$ cat src/sv/tbp_pkg.sv
// ----------------------------------------------------------------------------
// tbp_pkg: shared types and constants for the tilt bubble block
// Angle table, fixed-point constants and controller/datapath command types.
// ----------------------------------------------------------------------------
package tbp_pkg;

   localparam int SCREEN_WIDTH_DEF  = 128;
   localparam int SCREEN_HEIGHT_DEF = 64;
   localparam int CORDIC_STEPS_DEF  = 16;

   localparam int TABLE_LEN = 24;
   // CORDIC working width: 16-bit sample << 14, plus gain growth and sign
   localparam int CW  = 36;
   // angle accumulator width, 1/32768 degree
   localparam int AW  = 25;

   localparam logic signed [AW-1:0] DEG90  = 25'sd2949120;
   localparam logic signed [AW-1:0] DEG180 = 25'sd5898240;
   localparam logic [29:0]          INV_GAIN = 30'd652032874;

   localparam int ROLL_LIM  = 23040;
   localparam int PITCH_LIM = 11520;

   localparam logic [1:0] CSR_DEAD_ZONE = 2'd0;
   localparam logic [1:0] CSR_DPP       = 2'd1;

   function automatic logic [21:0] atan_lut(input logic [4:0] i);
      logic [21:0] r;
      case (i)
         5'd0:  r = 22'd1474560;
         5'd1:  r = 22'd870484;
         5'd2:  r = 22'd459940;
         5'd3:  r = 22'd233473;
         5'd4:  r = 22'd117189;
         5'd5:  r = 22'd58652;
         5'd6:  r = 22'd29333;
         5'd7:  r = 22'd14667;
         5'd8:  r = 22'd7334;
         5'd9:  r = 22'd3667;
         5'd10: r = 22'd1833;
         5'd11: r = 22'd917;
         5'd12: r = 22'd458;
         5'd13: r = 22'd229;
         5'd14: r = 22'd115;
         5'd15: r = 22'd57;
         5'd16: r = 22'd29;
         5'd17: r = 22'd14;
         5'd18: r = 22'd7;
         5'd19: r = 22'd4;
         5'd20: r = 22'd2;
         5'd21: r = 22'd1;
         default: r = 22'd0;
      endcase
      return r;
   endfunction

   typedef struct packed {
      logic load;      // capture sample, start roll pass setup
      logic pre;       // special-case / pre-rotation of current pass
      logic iter;      // one CORDIC micro-rotation
      logic mag;       // gain multiply, first half
      logic mag2;      // gain multiply, second half; load pitch pass
      logic fin;       // round/clamp angles and compare
      logic div_start; // start bubble division
      logic div_step;  // one divider bit
      logic commit;    // store held angles and bubble, load output
   } tbp_cmd_type;

   typedef struct packed {
      logic special;   // pass resolved without iterating
      logic iter_done;
      logic pass_pitch;
      logic update;
      logic div_done;
   } tbp_sts_type;

endpackage

$ cat src/sv/tbp_datapath.sv
// ----------------------------------------------------------------------------
// tbp_datapath: CORDIC vectoring, gain, angle compare and bubble division
// One shared CORDIC unit used for roll then pitch; restoring divider for
// the two bubble offsets.
// ----------------------------------------------------------------------------
module tbp_datapath #(
   parameter int SCREEN_WIDTH  = tbp_pkg::SCREEN_WIDTH_DEF,
   parameter int SCREEN_HEIGHT = tbp_pkg::SCREEN_HEIGHT_DEF,
   parameter int CORDIC_STEPS  = tbp_pkg::CORDIC_STEPS_DEF
) (
   input  logic                clock,
   input  logic                reset,
   input  tbp_pkg::tbp_cmd_type cmd,
   output tbp_pkg::tbp_sts_type sts,
   input  logic [47:0]         sample,
   input  logic [14:0]         dead_zone,
   input  logic [12:0]         dpp,
   output logic [15:0]         roll_out,
   output logic [14:0]         pitch_out,
   output logic [6:0]          bx_out,
   output logic [5:0]          by_out
);
   localparam int CW = tbp_pkg::CW;
   localparam int AW = tbp_pkg::AW;
   localparam int STEPS = (CORDIC_STEPS < tbp_pkg::TABLE_LEN) ? CORDIC_STEPS
                                                                 : tbp_pkg::TABLE_LEN;
   localparam logic [4:0] LAST_STEP = 5'(STEPS - 1);
   // centre plus a 15-bit quotient, signed
   localparam int PW = 18;

   logic signed [CW-1:0] x_ff, x_in, y_ff, y_in;
   logic signed [AW-1:0] a_ff, a_in;
   logic [4:0]           i_ff, i_in;
   logic                 pass_ff, pass_in;   // 0 roll, 1 pitch
   logic signed [CW-1:0] ax_ff, ax_in;
   logic signed [AW-1:0] roll_a_ff, roll_a_in;
   logic                 spec_ff, spec_in;
   logic [65:0]          mlo_ff, mlo_in;     // x * low 15 bits of gain
   logic signed [15:0]   roll_ff, roll_in, hroll_ff, hroll_in;
   logic signed [15:0]   pitch_ff, pitch_in, hpitch_ff, hpitch_in;
   logic                 upd_ff, upd_in;
   // divider: two 15-bit magnitudes divided by dpp in parallel
   logic [14:0]          qr_ff, qr_in, qp_ff, qp_in;
   logic [12:0]          rr_ff, rr_in, rp_ff, rp_in;
   logic [3:0]           dc_ff, dc_in;
   logic [6:0]           bx_ff, bx_in;
   logic [5:0]           by_ff, by_in;

   logic signed [CW-1:0] sx, sy, sz, dx, dy;
   logic signed [CW+31:0] prod;
   logic signed [15:0]   ru, pu;
   logic signed [16:0]   dr, dp;
   logic [12:0]          dpv;
   logic [14:0]          ar, ap;
   logic [13:0]          tr, tp;
   logic signed [PW-1:0] px, py;

   function automatic logic signed [15:0] to_units(input logic signed [AW-1:0] a,
                                                   input int lim);
      logic signed [AW:0] q;
      q = (AW+1)'((a + (AW)'(128)) >>> 8);
      if (q > (AW+1)'(lim)) q = (AW+1)'(lim);
      if (q < -(AW+1)'(lim)) q = -(AW+1)'(lim);
      return q[15:0];
   endfunction

   assign sx = CW'($signed(sample[15:0])) <<< 14;
   assign sy = CW'($signed(sample[31:16])) <<< 14;
   assign sz = CW'($signed(sample[47:32])) <<< 14;
   assign dx = y_ff >>> i_ff;
   assign dy = x_ff >>> i_ff;
   assign prod = (CW+32)'($signed(mlo_ff))
               + ((CW+32)'(x_ff * $signed({1'b0, tbp_pkg::INV_GAIN[29:15]})) <<< 15)
               + (CW+32)'(1 <<< 29);
   assign ru = to_units(roll_a_ff, tbp_pkg::ROLL_LIM);
   assign pu = to_units(a_ff, tbp_pkg::PITCH_LIM);
   assign dr = 17'(ru) - 17'(hroll_ff);
   assign dp = 17'(pu) - 17'(hpitch_ff);
   assign dpv = (dpp == 13'd0) ? 13'd1 : dpp;
   assign ar = roll_ff[15] ? 15'(-roll_ff) : roll_ff[14:0];
   assign ap = pitch_ff[15] ? 15'(-pitch_ff) : pitch_ff[14:0];
   assign tr = {rr_ff, qr_ff[14]};
   assign tp = {rp_ff, qp_ff[14]};
   assign px = PW'(SCREEN_WIDTH / 2)
             + (roll_ff[15] ? -PW'(qr_ff) : PW'(qr_ff));
   assign py = PW'(SCREEN_HEIGHT / 2)
             + (pitch_ff[15] ? -PW'(qp_ff) : PW'(qp_ff));

   always_comb begin
      x_in = x_ff; y_in = y_ff; a_in = a_ff; i_in = i_ff; pass_in = pass_ff;
      ax_in = ax_ff; roll_a_in = roll_a_ff; spec_in = spec_ff; mlo_in = mlo_ff;
      roll_in = roll_ff; pitch_in = pitch_ff; hroll_in = hroll_ff;
      hpitch_in = hpitch_ff; upd_in = upd_ff; qr_in = qr_ff; qp_in = qp_ff;
      rr_in = rr_ff; rp_in = rp_ff; dc_in = dc_ff; bx_in = bx_ff; by_in = by_ff;
      if (cmd.load) begin
         x_in = sz; y_in = sy; ax_in = -sx; pass_in = 1'b0;
      end
      if (cmd.pre) begin
         i_in = 5'd0;
         spec_in = 1'b0;
         a_in = '0;
         if (y_ff == '0) begin
            spec_in = 1'b1;
            a_in = (x_ff < 0) ? tbp_pkg::DEG180 : '0;
            x_in = (x_ff < 0) ? -x_ff : x_ff;
         end else if (x_ff == '0) begin
            spec_in = 1'b1;
            a_in = (y_ff > 0) ? tbp_pkg::DEG90 : -tbp_pkg::DEG90;
            x_in = (y_ff > 0) ? y_ff : -y_ff;
         end else if (x_ff < 0) begin
            a_in = (y_ff > 0) ? tbp_pkg::DEG180 : -tbp_pkg::DEG180;
            x_in = -x_ff; y_in = -y_ff;
         end
      end
      if (cmd.iter) begin
         i_in = i_ff + 5'd1;
         if (y_ff > 0) begin
            x_in = x_ff + dx; y_in = y_ff - dy;
            a_in = a_ff + AW'(tbp_pkg::atan_lut(i_ff));
         end else begin
            x_in = x_ff - dx; y_in = y_ff + dy;
            a_in = a_ff - AW'(tbp_pkg::atan_lut(i_ff));
         end
      end
      if (cmd.mag) begin
         mlo_in = 66'(x_ff * $signed({1'b0, tbp_pkg::INV_GAIN[14:0]}));
      end
      if (cmd.mag2) begin
         // roll pass done: magnitude becomes the abscissa of pitch pass
         roll_a_in = a_ff;
         x_in = spec_ff ? x_ff : CW'(prod >>> 30);
         y_in = ax_ff;
         pass_in = 1'b1;
      end
      if (cmd.fin) begin
         roll_in = ru; pitch_in = pu;
         upd_in = ((dr < 0 ? -dr : dr) > 17'(dead_zone))
               || ((dp < 0 ? -dp : dp) > 17'(dead_zone));
      end
      if (cmd.div_start) begin
         qr_in = ar; qp_in = ap; rr_in = '0; rp_in = '0; dc_in = '0;
      end
      if (cmd.div_step) begin
         dc_in = dc_ff + 4'd1;
         if (tr >= 14'(dpv)) begin
            rr_in = 13'(tr - 14'(dpv)); qr_in = {qr_ff[13:0], 1'b1};
         end else begin
            rr_in = tr[12:0]; qr_in = {qr_ff[13:0], 1'b0};
         end
         if (tp >= 14'(dpv)) begin
            rp_in = 13'(tp - 14'(dpv)); qp_in = {qp_ff[13:0], 1'b1};
         end else begin
            rp_in = tp[12:0]; qp_in = {qp_ff[13:0], 1'b0};
         end
      end
      if (cmd.commit) begin
         hroll_in = roll_ff; hpitch_in = pitch_ff;
         if (px < PW'(2)) bx_in = 7'd2;
         else if (px > PW'(SCREEN_WIDTH - 3)) bx_in = 7'(SCREEN_WIDTH - 3);
         else bx_in = 7'(px);
         if (py < PW'(2)) by_in = 6'd2;
         else if (py > PW'(SCREEN_HEIGHT - 3)) by_in = 6'(SCREEN_HEIGHT - 3);
         else by_in = 6'(py);
      end
   end

   always_ff @(posedge clock) begin
      x_ff <= x_in; y_ff <= y_in; a_ff <= a_in; i_ff <= i_in; pass_ff <= pass_in;
      ax_ff <= ax_in; roll_a_ff <= roll_a_in; spec_ff <= spec_in; mlo_ff <= mlo_in;
      roll_ff <= roll_in; pitch_ff <= pitch_in; upd_ff <= upd_in;
      qr_ff <= qr_in; qp_ff <= qp_in; rr_ff <= rr_in; rp_ff <= rp_in;
      dc_ff <= dc_in; bx_ff <= bx_in; by_ff <= by_in;
      if (reset) begin
         hroll_ff <= '0; hpitch_ff <= '0;
      end else begin
         hroll_ff <= hroll_in; hpitch_ff <= hpitch_in;
      end
   end

   assign sts.special    = spec_ff;
   assign sts.iter_done  = (i_ff == LAST_STEP);
   assign sts.pass_pitch = pass_ff;
   assign sts.update     = upd_ff;
   assign sts.div_done   = (dc_ff == 4'd15);
   assign roll_out  = roll_ff;
   assign pitch_out = pitch_ff[14:0];
   assign bx_out    = bx_ff;
   assign by_out    = by_ff;
endmodule

$ cat src/sv/tbp_ctrl.sv
// ----------------------------------------------------------------------------
// tbp_ctrl: sequencing controller for the tilt bubble block
// Walks two CORDIC passes, gain multiply, compare and division.
// ----------------------------------------------------------------------------
module tbp_ctrl (
   input  logic                 clock,
   input  logic                 reset,
   input  logic                 start,
   input  logic                 out_free,
   input  tbp_pkg::tbp_sts_type sts,
   output tbp_pkg::tbp_cmd_type cmd,
   output logic                 idle,
   output logic                 emit
);
   typedef enum logic [8:0] {
      S_IDLE   = 9'b000000001,
      S_PRE    = 9'b000000010,
      S_ITER   = 9'b000000100,
      S_MAG    = 9'b000001000,
      S_MAG2   = 9'b000010000,
      S_FIN    = 9'b000100000,
      S_DECIDE = 9'b001000000,
      S_DIV    = 9'b010000000,
      S_OUT    = 9'b100000000
   } state_type;

   state_type state_ff, state_in;

   always_comb begin
      state_in = state_ff;
      cmd = '0;
      emit = 1'b0;
      unique case (state_ff)
         S_IDLE: begin
            if (start) begin
               cmd.load = 1'b1; state_in = S_PRE;
            end
         end
         S_PRE: begin
            cmd.pre = 1'b1; state_in = S_ITER;
         end
         S_ITER: begin
            if (sts.special) state_in = S_MAG;
            else begin
               cmd.iter = 1'b1;
               if (sts.iter_done) state_in = S_MAG;
            end
         end
         S_MAG: begin
            cmd.mag = 1'b1;
            state_in = sts.pass_pitch ? S_FIN : S_MAG2;
         end
         S_MAG2: begin
            cmd.mag2 = 1'b1; state_in = S_PRE;
         end
         S_FIN: begin
            cmd.fin = 1'b1; state_in = S_DECIDE;
         end
         S_DECIDE: begin
            if (sts.update) begin
               cmd.div_start = 1'b1; state_in = S_DIV;
            end else state_in = S_IDLE;
         end
         S_DIV: begin
            if (sts.div_done) begin
               if (out_free) begin
                  cmd.commit = 1'b1; state_in = S_OUT;
               end
            end else cmd.div_step = 1'b1;
         end
         S_OUT: begin
            emit = 1'b1; state_in = S_IDLE;
         end
         default: state_in = S_IDLE;
      endcase
   end

   always_ff @(posedge clock) begin
      if (reset) state_ff <= S_IDLE;
      else state_ff <= state_in;
   end

   assign idle = (state_ff == S_IDLE);
endmodule

$ cat src/sv/tilt_bubble_position.sv
// ----------------------------------------------------------------------------
// tilt_bubble_position: accelerometer tilt to bubble level position
// Roll and pitch by CORDIC vectoring, dead-zone filter, bubble placement.
//
//   channel  dir  handshake            content
//   req_     in   tvalid/tready        accel x,y,z sample
//   rsp_     out  tvalid/tready        angles and bubble pixel
//   csr_     in   we                   dead_zone, degrees_per_pixel
//
// An updating item runs from one accepted request to the next through two
// passes on the shared CORDIC unit, the setup/gain/compare states, the 15
// divider steps plus commit, and the output state.
// Without an update the divide is skipped.
// A pass with a zero coordinate skips the CORDIC micro-rotations.
// Reset is synchronous; held angles clear to zero. One result is buffered
// in the output register; the next request is taken while it waits, and the
// commit of the following result stalls until it drains.
// ----------------------------------------------------------------------------
module tilt_bubble_position #(
   parameter int SCREEN_WIDTH  = tbp_pkg::SCREEN_WIDTH_DEF,
   parameter int SCREEN_HEIGHT = tbp_pkg::SCREEN_HEIGHT_DEF,
   parameter int CORDIC_STEPS  = tbp_pkg::CORDIC_STEPS_DEF
) (
   input  logic        clock,
   input  logic        reset,
   input  logic        req_tvalid,
   output logic        req_tready,
   input  logic [47:0] req_tdata,   // accel_x, accel_y, accel_z
   output logic        rsp_tvalid,
   input  logic        rsp_tready,
   output logic [47:0] rsp_tdata,   // roll_angle, pitch_angle, bubble_x, bubble_y, pad
   input  logic        csr_we,
   input  logic [1:0]  csr_index,
   input  logic [14:0] csr_wdata
);
   tbp_pkg::tbp_cmd_type cmd;
   tbp_pkg::tbp_sts_type sts;
   logic        idle, emit, out_free;
   logic [47:0] sample_ff;
   logic [14:0] dz_ff;
   logic [12:0] dpp_ff;
   logic        ov_ff;
   logic [47:0] od_ff;
   logic [15:0] roll;
   logic [14:0] pitch;
   logic [6:0]  bx;
   logic [5:0]  by;

   assign req_tready = idle && !reset;
   assign out_free   = !ov_ff || rsp_tready;

   always_ff @(posedge clock) begin
      if (req_tvalid && req_tready) sample_ff <= req_tdata;
      if (reset) begin
         dz_ff <= 15'd128; dpp_ff <= 13'd256; ov_ff <= 1'b0;
      end else begin
         if (csr_we && csr_index == tbp_pkg::CSR_DEAD_ZONE) dz_ff <= csr_wdata;
         if (csr_we && csr_index == tbp_pkg::CSR_DPP) dpp_ff <= csr_wdata[12:0];
         if (emit) ov_ff <= 1'b1;
         else if (rsp_tready) ov_ff <= 1'b0;
      end
      if (emit) od_ff <= {4'd0, by, bx, pitch, roll};
   end

   tbp_ctrl u_ctrl (
      .clock(clock), .reset(reset), .start(req_tvalid), .out_free(out_free),
      .sts(sts), .cmd(cmd), .idle(idle), .emit(emit)
   );

   tbp_datapath #(
      .SCREEN_WIDTH(SCREEN_WIDTH), .SCREEN_HEIGHT(SCREEN_HEIGHT),
      .CORDIC_STEPS(CORDIC_STEPS)
   ) u_dp (
      .clock(clock), .reset(reset), .cmd(cmd), .sts(sts),
      .sample(cmd.load ? req_tdata : sample_ff), .dead_zone(dz_ff), .dpp(dpp_ff),
      .roll_out(roll), .pitch_out(pitch), .bx_out(bx), .by_out(by)
   );

   assign rsp_tvalid = ov_ff;
   assign rsp_tdata  = od_ff;

`ifndef SYNTHESIS
   a_emit_free: assert property (@(posedge clock) disable iff (reset)
      emit |-> $past(out_free)) else $error("result emitted into full register");
   a_busy_hold: assert property (@(posedge clock) disable iff (reset)
      (req_tvalid && req_tready) |=> !req_tready) else $error("accepted while busy");
   a_rsp_hold: assert property (@(posedge clock) disable iff (reset)
      (rsp_tvalid && !rsp_tready) |=> $stable(rsp_tdata))
      else $error("result changed while stalled");
`endif
endmodule

$ cat config.mk
export PLATFORM = sky130hd
export DESIGN_NAME = tilt_bubble_position
export DESIGN_NICKNAME = d
export VERILOG_FILES = /design/src/sv/tbp_pkg.sv /design/src/sv/tbp_datapath.sv /design/src/sv/tbp_ctrl.sv /design/src/sv/tilt_bubble_position.sv
export SDC_FILE = /design/constraint.sdc
export NUM_CORES = 2
export LEC_CHECK = 0
export BUFFER_PORTS_ARGS = -buffer_cell sky130_fd_sc_hd__buf_2
export CAP_MARGIN = 30
export CORE_MARGIN = 2
export CORE_UTILIZATION = 50
export CTS_BUF_LIST = sky130_fd_sc_hd__clkbuf_8
export CTS_CLUSTER_SIZE = 28
export DETAILED_ROUTE_END_ITERATION = 10
export PLACE_DENSITY = 0.66
export SLEW_MARGIN = 20
export SYNTH_ARGS = -nofsm -noshare
export SYNTH_HDL_FRONTEND = slang
export SYNTH_SLANG_ARGS = --single-unit
$ cat constraint.sdc
create_clock -name clock -period 27.5 [get_ports clock]
set_input_delay 6.875 -clock clock [delete_from_list [all_inputs] [get_ports clock]]
set_output_delay 6.875 -clock clock [all_outputs]
set_load 0.005 [all_outputs]
==> impl_metrics.py <==
metrics = {
    "clock_tree": {
        "cts_resized": 0,
        "cts.sinks": 436,
        "insertion_delay_ps": 780,
        "hold_buffers": 0,
        "cts_tree": "built",
        "h-tree-depth": 3,
        "post_cts_buffers": 0,
        "clk_pin_slew_ps": 60,
        "clk_path_buf_depth": 3,
        "cts_root_buffer": "clkbuf_8",
        "numCtsBuffers": 86,
    },
    "hold_path": {
        "hold_class": "register to register",
    },
    "worst_setup_path": {
        "startpoint_type": "input port",
        "critical_path_class": "input port to output port",
        "cp_max_fo": 3,
        "worstPathRequired_ps": 20620,
        "r2r_setup_slack_ps": 16280,
        "setup.worst_path.end_class": "output port",
        "worstPathArrival_ps": 7240,
    },
    "finish": {
        "final_cell_mix": "863 x inv_1, 626 x ha_1, 533 x nand2_1",
        "final_common_cell": "inv_1",
        "drive_gt1_share_pct": 7.45,
        "fill_cells": 10757,
        "regArea_um2": 11800,
        "nets": 7789,
        "syn2layout_area_growth_pct": 7.03,
        "multi_input_area_um2": 42500,
    },
    "detailed_routing": {
        "avgViaCountPerCell": 6.02,
        "drt_iter0_markers": 4242,
        "remaining_drc_errors": 0,
        "wl_per_cell_um": 22.1,
        "met3_wirelength_um": 13200,
        "drt_pass1_iterations": 6,
        "vias": 49505,
        "wl_met1_um": 75400,
        "final_antenna_net_count": 0,
        "wl_um": 181000,
        "top_layer": "met4",
        "wl_met2_um": 83500,
    },
    "floorplanning": {
        "initial_core_util_pct": 50.3,
        "fp.dieH_um": 346,
        "core_um2": 116000,
        "rows": 125,
        "die_w_um": 346,
        "ios": 120,
        "dieArea_um2": 120000,
    },
    "sta": {
        "rsz0062_at_grt": "no",
        "fmax_mhz": 70.8,
        "maxSlewViolCount": 0,
        "maxSlewHeadroom_pct": 19.9,
        "period_share_pct": 51.3,
        "max_slew.worst_pin.slew_ps": 1200,
        "setup_tns_ps": 0,
        "setup_viol": 0,
        "skew_ps": 35.7,
        "min_period_ps": 14120,
        "final-hold-violation-count": 0,
    },
    "global_routing": {
        "grt_pass1_vias": 48383,
        "grt_first_pass_wirelength_um": 279000,
        "grt_max_degree": 68,
        "antenna_found_initial": 3,
        "grt.total_usage_pct": 29.9,
        "grt.overflow.total": 0,
    },
    "place": {
        "gp_congestion": 0.990,
        "port_buffers": 115,
        "dp_hpwl_um": 141000,
    },
    "yosys": {
        "avgSynthCellArea_um2": 8.88,
        "synthesis.instances": 6580,
        "synthesis.area_um2": 58400,
        "synth-seq-cells": 436,
        "synth_edf_count": 309,
        "synth_cell_types": 101,
        "yosysSeqAreaShare_pct": 20.2,
        "ys_warn_count": 0,
        "async_flop_share_pct": 0,
        "ys.flop_type": "edfxtp_1",
    },
    "run": {
        "drv_cap": 0,
    },
    "outcome": {
        "status": "completed",
    },
}
path summary, 6_finish.rpt:
kind / cells past startpoint / from / end
max: 3 / reset / req_tready
min: 0 / u_dp.by_out[3] / rsp_tdata[41]
max reg2reg: 36 / u_dp.x_ff[7] / u_dp.x_ff[31]
min reg2reg: 0 / u_dp.by_out[3] / rsp_tdata[41]
layout make-up:
| cell class | instances | area share, % |
|---|---|---|
| clock inverter | 64 | 0.891 |
| tap | 1524 | 3.05 |
| inverter | 836 | 5.02 |
| multi-input combinational | 5060 | 68.0 |
| antenna | 1 | 0.00400 |
| timing repair buffer | 202 | 2.03 |
| clock buffer | 96 | 2.11 |
| sequential | 436 | 18.9 |
cell families (layout without fill, tap and decap cells):
logic type      Yosys count  after routing  synth area share, %
xor+xnor                479            479                 7.18
flops                   436            436                 20.2
mux                     206            206                 5.30
compound gates         1567           1567                 16.7
fa+ha+maj              1097           1097                 29.6
other cells               1              5              0.00642
buf+inv                1087           1198                 7.22
simple gates           1707           1707                 13.8
Yosys cell counts (51+ instances only):
| library cell | instances | area share, % |
|---|---|---|
| inv_1 | 834 | 5.4 |
| ha_1 | 626 | 13 |
| nand2_1 | 536 | 3.4 |
| a21oi_1 | 525 | 4.5 |
| fa_1 | 471 | 16 |
| nor2_1 | 463 | 3.0 |
| o21ai_0 | 345 | 3.0 |
| edfxtp_1 | 309 | 16 |
| xnor2_1 | 308 | 4.6 |
| clkbuf_1 | 178 | 1.1 |
| xor2_1 | 171 | 2.6 |
| nor3_1 | 147 | 1.3 |
| dfxtp_1 | 127 | 4.4 |
| nand3_1 | 107 | 0.92 |
| a21o_1 | 106 | 1.4 |
| mux2i_1 | 101 | 1.7 |
| mux4_2 | 80 | 3.1 |
| a31oi_1 | 67 | 0.72 |
| nor2b_1 | 64 | 0.69 |
| nand2b_1 | 57 | 0.61 |
| or3_1 | 56 | 0.60 |
| nand4_1 | 54 | 0.58 |
| o21a_1 | 54 | 0.69 |
| a211oi_1 | 52 | 0.67 |
| o22ai_1 | 51 | 0.55 |
per-stage QoR:
stage          utilization (%)  instances  worst slack, ps  area [µm²]  hold slack [ps]
6_report                  53.9       8219            13380       62500              419
5_1_grt                   53.9       8219            13340       62500              435
4_1_cts                   53.8       8213            13380       62500              421
3_5_place_dp              52.2       8053            13380       60600              407
3_3_place_gp              52.2       8050            13410       60500              402
2_1_floorplan                -       6583            13240       58400              400
state kept, by name (all words and copies together) (netlist names), 13 cells and up, named ones only:
signal / count
u_dp.ax_ff: 22
u_dp.hpitch_ff: 16
u_dp.hroll_ff: 16
u_dp.a_ff: 25
u_dp.rr_ff: 13
dz_ff: 15
sample_ff: 16
rsp_tdata: 44
u_dp.roll_a_ff: 18
u_dp.qr_ff: 15
u_dp.mlo_ff: 35
u_dp.rp_ff: 13
u_dp.y_ff: 36
u_dp.x_ff: 36
u_dp.qp_ff: 15
dpp_ff: 13
u_dp.roll_out: 16
u_dp.pitch_ff: 16
worst max-delay path: stages:
cell and delay [ps]:
buf_2 130, nor2_1 100, buf_2 140
routing by layer:
layer,track usage (%),vias to the layer above
li1,-,23093
met1,39.1,24027
met2,48.7,1970
met3,4.73,415
met4,13.4,0
met5,0,-
Power is left out: the tool's default activity adds up to more than one toggle a clock period on the data nets, which glitch-free logic cannot reach.
